<file path="config.mk">
export PLATFORM = sky130hd
export DESIGN_NAME = multi_ultrasonic_ranger_spi
export DESIGN_NICKNAME = d
export VERILOG_FILES = /design/src/design/umr_pkg.sv /design/src/design/multi_ultrasonic_ranger_spi.sv
export SDC_FILE = /design/constraint.sdc
export NUM_CORES = 1
export LEC_CHECK = 0
export BUFFER_PORTS_ARGS = -buffer_cell sky130_fd_sc_hd__buf_2
export CORE_MARGIN = 4
export CORE_UTILIZATION = 35
export DETAILED_ROUTE_END_ITERATION = 8
export GPL_TIMING_DRIVEN = 0
export SLEW_MARGIN = 20
export SYNTH_ARGS = -nofsm -noshare
export SYNTH_HDL_FRONTEND = slang
export SYNTH_SLANG_ARGS = --single-unit
</file>
<file path="constraint.sdc">
create_clock -name i_clk -period 13 [get_ports i_clk]
set_input_delay 2.6 -clock i_clk [delete_from_list [all_inputs] [get_ports i_clk]]
set_output_delay 2.6 -clock i_clk [all_outputs]
set_load 0.01 [all_outputs]
</file>
<file path="src/design/umr_pkg.sv">
package umr_pkg;

    // Register map; register i sits at byte address 4*i.
    typedef enum logic [2:0] {
        REG_TRIGGER_WIDTH   = 3'd0,
        REG_RISE_WAIT_LIMIT = 3'd1,
        REG_ECHO_LIMIT      = 3'd2,
        REG_TICKS_PER_UNIT  = 3'd3,
        REG_GAP_TICKS       = 3'd4
    } t_reg_idx;

    // Upper nibble of a received command byte.
    typedef enum logic [3:0] {
        CMD_NOP       = 4'd0,
        CMD_SET_COUNT = 4'd1,
        CMD_GET_COUNT = 4'd2,
        CMD_READ      = 4'd3
    } t_cmd;

    localparam logic [7:0]  RST_TRIGGER_WIDTH   = 8'd10;
    localparam logic [15:0] RST_RISE_WAIT_LIMIT = 16'd1000;
    localparam logic [15:0] RST_ECHO_LIMIT      = 16'd11600;
    localparam logic [7:0]  RST_TICKS_PER_UNIT  = 8'd58;
    localparam logic [16:0] RST_GAP_TICKS       = 17'd50000;
    localparam logic [3:0]  RST_STORED_COUNT    = 4'd8;

    localparam logic [7:0]  REPLY_ERROR = 8'hFF;
    localparam logic [7:0]  REPLY_OK    = 8'h00;
    localparam logic [7:0]  DIST_MAX    = 8'hFF;

    // Number of physical trigger and echo pins.
    localparam int unsigned NUM_PINS = 8;

endpackage

</file>
<file path="src/design/multi_ultrasonic_ranger_spi.sv">
// A request is registered in stage one, then written into the output queue, from which
// its result is offered on the result port.
// Throughput: one request (tick or command byte) per cycle while results drain; the input
// stalls only when the two-entry output queue plus the request in flight would overflow.
// Reset: synchronous, active low; all control state and registers take their defaults.
// The readings memory needs no clearing pass: per-entry valid bits make it read zero.
module multi_ultrasonic_ranger_spi #(
    parameter int SENSORS = 8
) (
    input  logic        i_clk,
    input  logic        i_rst_n,
    // Request channel.
    input  logic        i_in_valid,
    output logic        o_in_stall,
    input  logic        i_command,
    input  logic [7:0]  i_rx_byte,
    input  logic [7:0]  i_echo_levels,
    // Result channel.
    output logic        o_out_valid,
    input  logic        i_out_stall,
    output logic [7:0]  o_reply_byte,
    output logic        o_reply_valid,
    output logic [7:0]  o_trigger_lines,
    // Configuration port.
    input  logic        psel,
    input  logic        penable,
    input  logic        pwrite,
    input  logic [4:0]  paddr,
    input  logic [31:0] pwdata,
    output logic [31:0] prdata,
    output logic        pready
);

    localparam int SW = (SENSORS > 1) ? $clog2(SENSORS) : 1;

    // The ranging sequencer has four phases per sensor; a zero gap setting skips the gap phase.
    typedef enum logic [1:0] {
        PH_TRIGGER = 2'd0,
        PH_RISE    = 2'd1,
        PH_ECHO    = 2'd2,
        PH_GAP     = 2'd3
    } t_phase;

    // ------------------------------------------------------------------
    // Configuration registers. Writes land at the access phase of the
    // port; reads are answered combinationally from the same registers.
    // ------------------------------------------------------------------
    logic [7:0]  r_trigger_width;
    logic [15:0] r_rise_wait_limit;
    logic [15:0] r_echo_limit;
    logic [7:0]  r_ticks_per_unit;
    logic [16:0] r_gap_ticks;
    logic        cfg_wr;

    assign pready = 1'b1;
    assign cfg_wr = psel && penable && pwrite;

    always_ff @(posedge i_clk) begin
        if (!i_rst_n) begin
            r_trigger_width   <= umr_pkg::RST_TRIGGER_WIDTH;
            r_rise_wait_limit <= umr_pkg::RST_RISE_WAIT_LIMIT;
            r_echo_limit      <= umr_pkg::RST_ECHO_LIMIT;
            r_ticks_per_unit  <= umr_pkg::RST_TICKS_PER_UNIT;
            r_gap_ticks       <= umr_pkg::RST_GAP_TICKS;
        end else if (cfg_wr) begin
            case (paddr[4:2])
                umr_pkg::REG_TRIGGER_WIDTH:   r_trigger_width   <= pwdata[7:0];
                umr_pkg::REG_RISE_WAIT_LIMIT: r_rise_wait_limit <= pwdata[15:0];
                umr_pkg::REG_ECHO_LIMIT:      r_echo_limit      <= pwdata[15:0];
                umr_pkg::REG_TICKS_PER_UNIT:  r_ticks_per_unit  <= pwdata[7:0];
                umr_pkg::REG_GAP_TICKS:       r_gap_ticks       <= pwdata[16:0];
                default: ;
            endcase
        end
    end

    always_comb begin
        case (paddr[4:2])
            umr_pkg::REG_TRIGGER_WIDTH:   prdata = {24'd0, r_trigger_width};
            umr_pkg::REG_RISE_WAIT_LIMIT: prdata = {16'd0, r_rise_wait_limit};
            umr_pkg::REG_ECHO_LIMIT:      prdata = {16'd0, r_echo_limit};
            umr_pkg::REG_TICKS_PER_UNIT:  prdata = {24'd0, r_ticks_per_unit};
            umr_pkg::REG_GAP_TICKS:       prdata = {15'd0, r_gap_ticks};
            default:                      prdata = 32'd0;
        endcase
    end

    // ------------------------------------------------------------------
    // Output queue bookkeeping. Stage one always pushes its result into
    // the queue, so a request is only taken when the queue is sure to
    // have room for it when stage one pushes it.
    // ------------------------------------------------------------------
    logic [1:0] r_count;
    logic       r_s1_valid;
    logic       pop;
    logic [2:0] occ_after;
    logic       in_acc;

    assign pop        = (r_count != 2'd0) && !i_out_stall;
    assign occ_after  = 3'(r_count) + 3'(r_s1_valid) - 3'(pop);
    assign o_in_stall = occ_after >= 3'd2;
    assign in_acc     = i_in_valid && !o_in_stall;

    // ------------------------------------------------------------------
    // Ranging sequencer. Control state lives in flip-flops; the per-sensor
    // readings live in a small synchronous memory.
    // ------------------------------------------------------------------
    t_phase      r_phase;
    t_phase      n_phase;
    logic [SW-1:0] r_cur;
    logic [SW-1:0] n_cur;
    logic [16:0] r_tick_count;
    logic [16:0] n_tick_count;
    logic [7:0]  r_prescale;
    logic [7:0]  n_prescale;
    logic [7:0]  r_dist;
    logic [7:0]  n_dist;
    logic [3:0]  r_stored_count;
    logic [3:0]  n_stored_count;

    logic [16:0] cnt_inc;
    logic [8:0]  pre_inc;
    logic [7:0]  dist_step;
    logic [7:0]  echo_shift;
    logic        cur_on_pin;
    logic        echo_now;
    logic [SW-1:0] cur_next;
    logic        mem_wr;

    assign cnt_inc    = r_tick_count + 17'd1;
    assign pre_inc    = 9'(r_prescale) + 9'd1;
    assign echo_shift = i_echo_levels >> r_cur;
    // Sensors beyond the eighth have no pins: their echo reads low.
    assign cur_on_pin = 5'(r_cur) < 5'(umr_pkg::NUM_PINS);
    assign echo_now   = cur_on_pin && echo_shift[0];
    assign cur_next   = (r_cur == SW'(SENSORS - 1)) ? '0 : SW'(r_cur + SW'(1));

    // A unit is counted each time the prescaler reaches ticks_per_unit;
    // a zero setting therefore counts a unit on every echo tick.
    always_comb begin
        if (pre_inc >= 9'(r_ticks_per_unit)) begin
            n_prescale = 8'd0;
            dist_step  = (r_dist == umr_pkg::DIST_MAX) ? r_dist : r_dist + 8'd1;
        end else begin
            n_prescale = pre_inc[7:0];
            dist_step  = r_dist;
        end
    end

    logic [3:0] cmd_code;
    logic [3:0] cmd_arg;
    logic       arg_in_range;

    assign cmd_code     = i_rx_byte[7:4];
    assign cmd_arg      = i_rx_byte[3:0];
    assign arg_in_range = 5'(cmd_arg) < 5'(SENSORS);

    logic [7:0] prescale_next;

    always_comb begin
        n_phase        = r_phase;
        n_cur          = r_cur;
        n_tick_count   = r_tick_count;
        prescale_next  = r_prescale;
        n_dist         = r_dist;
        n_stored_count = r_stored_count;
        mem_wr         = 1'b0;
        if (in_acc && i_command) begin
            if (cmd_code == umr_pkg::CMD_SET_COUNT) begin
                n_stored_count = cmd_arg;
            end
        end else if (in_acc) begin
            case (r_phase)
                PH_TRIGGER: begin
                    // A zero width still holds the trigger for one tick.
                    if (cnt_inc >= 17'(r_trigger_width)) begin
                        n_phase      = PH_RISE;
                        n_tick_count = 17'd0;
                    end else begin
                        n_tick_count = cnt_inc;
                    end
                end
                PH_RISE: begin
                    if (cnt_inc > 17'(r_rise_wait_limit) || echo_now) begin
                        n_phase       = PH_ECHO;
                        n_tick_count  = 17'd0;
                        prescale_next = 8'd0;
                        n_dist        = 8'd0;
                    end else begin
                        n_tick_count = cnt_inc;
                    end
                end
                PH_ECHO: begin
                    prescale_next = n_prescale;
                    n_dist        = dist_step;
                    n_tick_count  = cnt_inc;
                    // The tick on which the echo falls still counts.
                    if (cnt_inc > 17'(r_echo_limit) || !echo_now) begin
                        mem_wr       = 1'b1;
                        n_tick_count = 17'd0;
                        if (r_gap_ticks == 17'd0) begin
                            n_phase = PH_TRIGGER;
                            n_cur   = cur_next;
                        end else begin
                            n_phase = PH_GAP;
                        end
                    end
                end
                default: begin
                    if (cnt_inc >= r_gap_ticks) begin
                        n_phase      = PH_TRIGGER;
                        n_cur        = cur_next;
                        n_tick_count = 17'd0;
                    end else begin
                        n_tick_count = cnt_inc;
                    end
                end
            endcase
        end
    end

    always_ff @(posedge i_clk) begin
        if (!i_rst_n) begin
            r_phase        <= PH_TRIGGER;
            r_cur          <= '0;
            r_tick_count   <= 17'd0;
            r_prescale     <= 8'd0;
            r_dist         <= 8'd0;
            r_stored_count <= umr_pkg::RST_STORED_COUNT;
        end else begin
            r_phase        <= n_phase;
            r_cur          <= n_cur;
            r_tick_count   <= n_tick_count;
            r_prescale     <= prescale_next;
            r_dist         <= n_dist;
            r_stored_count <= n_stored_count;
        end
    end

    // ------------------------------------------------------------------
    // Readings memory: one write port from the sequencer, one registered
    // read port for the read command. At most one request is taken per
    // edge, so a read always sees every earlier write without forwarding.
    // Valid bits stand in for a clear of the memory after reset.
    // ------------------------------------------------------------------
    logic [7:0]    r_readings [SENSORS];
    logic          r_entry_ok [SENSORS];
    logic [7:0]    r_rd_data;
    logic          r_rd_ok;
    logic          mem_rd;
    logic [SW-1:0] rd_idx;

    assign rd_idx = SW'(cmd_arg);
    assign mem_rd = in_acc && i_command && (cmd_code == umr_pkg::CMD_READ) && arg_in_range;

    always_ff @(posedge i_clk) begin
        if (mem_wr) begin
            r_readings[r_cur] <= dist_step;
        end
        if (mem_rd) begin
            r_rd_data <= r_readings[rd_idx];
        end
    end

    always_ff @(posedge i_clk) begin
        if (!i_rst_n) begin
            for (int k = 0; k < SENSORS; k++) begin
                r_entry_ok[k] <= 1'b0;
            end
            r_rd_ok <= 1'b0;
        end else begin
            if (mem_wr) begin
                r_entry_ok[r_cur] <= 1'b1;
            end
            if (mem_rd) begin
                r_rd_ok <= r_entry_ok[rd_idx];
            end
        end
    end

    // ------------------------------------------------------------------
    // Stage one: the reply for everything except a memory read is settled
    // at acceptance; the trigger levels reflect the state after the request.
    // ------------------------------------------------------------------
    logic       r_s1_use_mem;
    logic [7:0] r_s1_reply;
    logic       r_s1_reply_valid;
    logic [7:0] r_s1_trig;
    logic [7:0] reply_now;
    logic [7:0] trig_now;
    logic       next_on_pin;

    always_comb begin
        reply_now = umr_pkg::REPLY_OK;
        if (i_command) begin
            case (cmd_code)
                umr_pkg::CMD_NOP:       reply_now = umr_pkg::REPLY_OK;
                umr_pkg::CMD_SET_COUNT: reply_now = umr_pkg::REPLY_OK;
                umr_pkg::CMD_GET_COUNT: reply_now = {4'd0, r_stored_count};
                umr_pkg::CMD_READ:      reply_now = umr_pkg::REPLY_ERROR;
                default:                reply_now = umr_pkg::REPLY_ERROR;
            endcase
        end
    end

    assign next_on_pin = 5'(n_cur) < 5'(umr_pkg::NUM_PINS);
    assign trig_now    = (n_phase == PH_TRIGGER && next_on_pin) ? (8'd1 << n_cur) : 8'd0;

    always_ff @(posedge i_clk) begin
        if (!i_rst_n) begin
            r_s1_valid <= 1'b0;
        end else begin
            r_s1_valid <= in_acc;
        end
        if (in_acc) begin
            r_s1_use_mem     <= mem_rd;
            r_s1_reply       <= reply_now;
            r_s1_reply_valid <= i_command;
            r_s1_trig        <= trig_now;
        end
    end

    // ------------------------------------------------------------------
    // Two-entry output queue.
    // ------------------------------------------------------------------
    logic [7:0] r_q_reply [2];
    logic       r_q_rv    [2];
    logic [7:0] r_q_trig  [2];
    logic       r_wr_ptr;
    logic       r_rd_ptr;
    logic [7:0] push_reply;

    assign push_reply = r_s1_use_mem ? (r_rd_ok ? r_rd_data : 8'd0) : r_s1_reply;

    always_ff @(posedge i_clk) begin
        if (!i_rst_n) begin
            r_wr_ptr <= 1'b0;
            r_rd_ptr <= 1'b0;
            r_count  <= 2'd0;
        end else begin
            if (r_s1_valid) begin
                r_wr_ptr <= !r_wr_ptr;
            end
            if (pop) begin
                r_rd_ptr <= !r_rd_ptr;
            end
            r_count <= 2'(3'(r_count) + 3'(r_s1_valid) - 3'(pop));
        end
        if (r_s1_valid) begin
            r_q_reply[r_wr_ptr] <= push_reply;
            r_q_rv[r_wr_ptr]    <= r_s1_reply_valid;
            r_q_trig[r_wr_ptr]  <= r_s1_trig;
        end
    end

    assign o_out_valid     = r_count != 2'd0;
    assign o_reply_byte    = r_q_reply[r_rd_ptr];
    assign o_reply_valid   = r_q_rv[r_rd_ptr];
    assign o_trigger_lines = r_q_trig[r_rd_ptr];

    // ------------------------------------------------------------------
    // Assertions.
    // ------------------------------------------------------------------
    a_queue_bound: assert property (@(posedge i_clk) disable iff (!i_rst_n)
        r_count <= 2'd2)
        else $error("output queue overfilled");

    a_push_room: assert property (@(posedge i_clk) disable iff (!i_rst_n)
        r_s1_valid |-> r_count <= 2'd1)
        else $error("stage one pushed into a full queue");

    a_trig_onehot: assert property (@(posedge i_clk) disable iff (!i_rst_n)
        o_out_valid |-> $onehot0(o_trigger_lines))
        else $error("more than one trigger line high");

    a_rise_to_echo: assert property (@(posedge i_clk) disable iff (!i_rst_n)
        (in_acc && !i_command && r_phase == PH_RISE && echo_now) |=> r_phase == PH_ECHO)
        else $error("echo rise did not start the measurement");

endmodule

</file>
==> results_dict.tcl <==
set metrics [dict create \
    status "finished, final reports clean" \
    ctsHtreeMaxLevel 1 \
    min_path_type "reg2reg" \
    reg2reg_setup_slack_ns 7.63 \
    p_per_area_mw_per_mm2 136.0 \
    cp-end-kind "output port" \
    wl_per_cell_um 18.49 \
    postCtsSetupBuffers 0 \
    cts_tree "yes" \
    p_leak_nw 5.682 \
    gp_congestion 0.9443 \
    clock-root-buffer "clkbuf_16" \
    pwr-share-seq_pct 45.3 \
    worst_slew_pin_slew_ns 1.019 \
    synthCells 1171 \
    clock_sinks 243 \
    syn-cell-area_mm2 0.01240 \
    path_class "in2out" \
    synth.distinct_cells 85 \
    hold_ws_ns 0.4451 \
    pwr-share-clk_pct 41.4 \
    max_freq_mhz 134.5 \
    die_width_um 196.3 \
    peakVddDrop_v 0.0001113 \
    area_growth_pct 16.24 \
    p_comb_share_pct 13.3 \
    grt_pass1_wl_mm 52.18 \
    start_util_pct 35.73 \
    port_buffers 73 \
    hpwl_mm 24.13 \
    clkTransAtPathRegs_ns 0.06 \
    seq_area_frac_synth_pct 48.98 \
    cts_buffers 28 \
    setup_ws_ns 5.564 \
    p_switching_w 0.0005007 \
    cp.arrival_ns 4.84 \
    drt-initial-drc-count 577 \
    grt_use_total_pct 16.88 \
    ios 113 \
    synth_ff_type "dfxtp_1" \
    viasPerCell 5.210 \
    fin_crit_sh_pct 57.20 \
    skew_ns 0.01656 \
    cpMostUsedCell "clkbuf_1" \
    drc 0 \
    die-area_mm2 0.03852 \
    rows 68 \
    clk_path_buf_depth 3 \
    finalCriticalPeriod_ns 7.436 \
    grt_max_degree 19 \
    critical_path.endpoint "prdata[8]" \
    startpoint "paddr[3]" \
    critPathSlowestCell "buf_1" \
    fin_setup_tns_ns 0 \
    cp_max_fo 10 \
    reg2reg_depth 12 \
    antenna_found_initial 0 \
    ctsResizeCount 0 \
    routed_wl_mm 32.69 \
    power.internal_w 0.001460 \
    cp-start-kind "input port" \
    critPathMaxStageDelay_ns 0.59 \
    ant_nets 0 \
    avgSynthCellArea_um2 10.59 \
    rsz0062_at_grt "false" \
    fin_nets 1425 \
    grt_pass1_vias 9180 \
    diodes 0 \
    pre_cts_ws_ns 5.633 \
    netSwitchingFraction_pct 25.53 \
    slew_violations 0 \
    core-area_mm2 0.03471 \
    drv_cap 0 \
    r2r_end "r_s1_trig[3]" \
    die_h_um 196.3 \
    hold_violations 0 \
    yosys_warnings 0 \
    gr-total-overflow 0 \
    slew-limit-headroom_pct 31.43 \
    synth_edf_count 121 \
    num_vias 9212 \
    nFillCells 3408 \
    drtPass1Iterations 5 \
    crit_chain "clkbuf_1 -> clkbuf_1 -> buf_1 -> nor3_2 -> nand2_1 -> o21ai_0 -> buf_2" \
    async_flop_share_pct 0 \
    postCtsHoldBufs 0 \
    clock_latency_ns 0.54 \
    finalSetupViolations 0 \
    ys_ff_latch 243 \
    required_ns 10.40 \
    drive_gt1_share_pct 16.76 \
    reg2reg_from "r_tick_count[0]" \
]
worst min path at each step:
| stage | endpoint | cells after the start | from | slack, ns |
|---|---|---|---|---|
| after global routing | r_q_trig[0][5] | 0 | r_s1_trig[5] | 0.46 |
| after detailed placement | r_q_trig[0][4] | 0 | r_s1_trig[4] | 0.44 |
| after CTS | r_q_trig[0][5] | 0 | r_s1_trig[5] | 0.45 |
| final | r_q_rv[1] | 0 | r_s1_reply_valid | 0.45 |
| after global placement | r_q_trig[0][4] | 0 | r_s1_trig[4] | 0.43 |
| after floorplan | r_q_rv[0] | 0 | r_s1_reply_valid | 0.42 |
registers in the layout, indices dropped and copies added (netlist names), 16 cells and up, named ones only:
signal / count
r_gap_ticks: 17
r_echo_limit: 16
r_q_reply: 16
r_tick_count: 17
r_rise_wait_limit: 16
r_q_trig: 16
r_readings: 64
worst max-delay path: cells and delay by family:
family,cells,cell delay [ns]
AOI/OAI and AO/OA,1,0.13
buffers and inverters,4,1.69
and+or+nand+nor,2,0.41
routing by layer:
metal	wire length, um	track usage (%)	share of wire, %
met2	15270	28.02	47
met3	1849	2.713	5.7
met4	606	3.853	1.9
met5	0	0	0
met1	14960	23.28	46
power by group through the flow:
stage / logic [W] / clock network, W / registers, W
floorplan: 0.000168 / 0 / 0.000896
global placement: 0.000255 / 0 / 0.000904
detailed placement: 0.000263 / 0 / 0.000906
CTS: 0.000264 / 0.000831 / 0.000889
global route: 0.000289 / 0.000869 / 0.000894
finish: 0.000260 / 0.000812 / 0.000889
cells in the mapped netlist, drive strengths merged (25+ instances only):
cell,count,area share [%]
nand2,134,4.1
dfxtp,122,20
edfxtp,121,29
nor2,77,2.4
inv,75,2.3
ha,72,7.3
a21oi,67,2.7
clkbuf,44,1.4
o21ai,37,1.5
mux2i,34,2.7
mux2,29,2.6
buf,26,1.3
o211ai,25,1.6
cell usage in the layout, fill, tap and decap left out, types with 14 or more instances in the layout:
master       n
mux2i_1     34
xor2_1      20
o211ai_1    24
nand4_1     14
o21ai_0     36
and3_1      14
conb_1      16
mux2_2      29
buf_2       76
clkbuf_16   29
a21o_1      14
mux4_2      19
nand2_1    134
nor2_1      74
nand2b_1    14
ha_1        72
buf_4       18
dfxtp_1    122
clkbuf_1    44
a21oi_1     67
edfxtp_1   121
nand3_1     16
inv_1       75
xnor2_1     18
area by class of cell:
cell class / count / area (um^2) / area share [%]
Tap cell: 455 / 569.3 / 3.948
Clock inverter: 16 / 176.4 / 1.224
Clock buffer: 36 / 792.0 / 5.493
Buffer: 70 / 330.3 / 2.291
Timing Repair Buffer: 76 / 391.6 / 2.716
Inverter: 77 / 289.0 / 2.005
Multi-Input combinational cell: 795 / 5794 / 40.19
Sequential cell: 243 / 6076 / 42.14
stage by stage:
| step | std cells | total power, W | util (%) | instance area (um^2) |
|---|---|---|---|---|
| CTS | 1768 | 0.001984 | 41.54 | 14420 |
| finish | 1768 | 0.001961 | 41.54 | 14420 |
| global placement | 1713 | 0.001159 | 38.58 | 13390 |
| global route | 1768 | 0.002052 | 41.54 | 14420 |
| detailed placement | 1716 | 0.001168 | 38.75 | 13450 |
| floorplan | 1185 | 0.001064 | - | 12460 |
cells by family (layout without fill, tap and decap cells):
kind of cell,after synthesis,count (layout),share of synthesized area [%]
AOI/OAI and AO/OA,241,241,13.06
xor gates and xnor gates,39,39,2.814
adders and majority gates,73,73,7.424
buffers and inverters,147,275,4.993
DFF,243,243,48.98
muxes,82,82,8.826
other,2,16,0.06054
and+or+nand+nor,344,344,13.84
No activity file was read; power rests on OpenSTA's default activity.
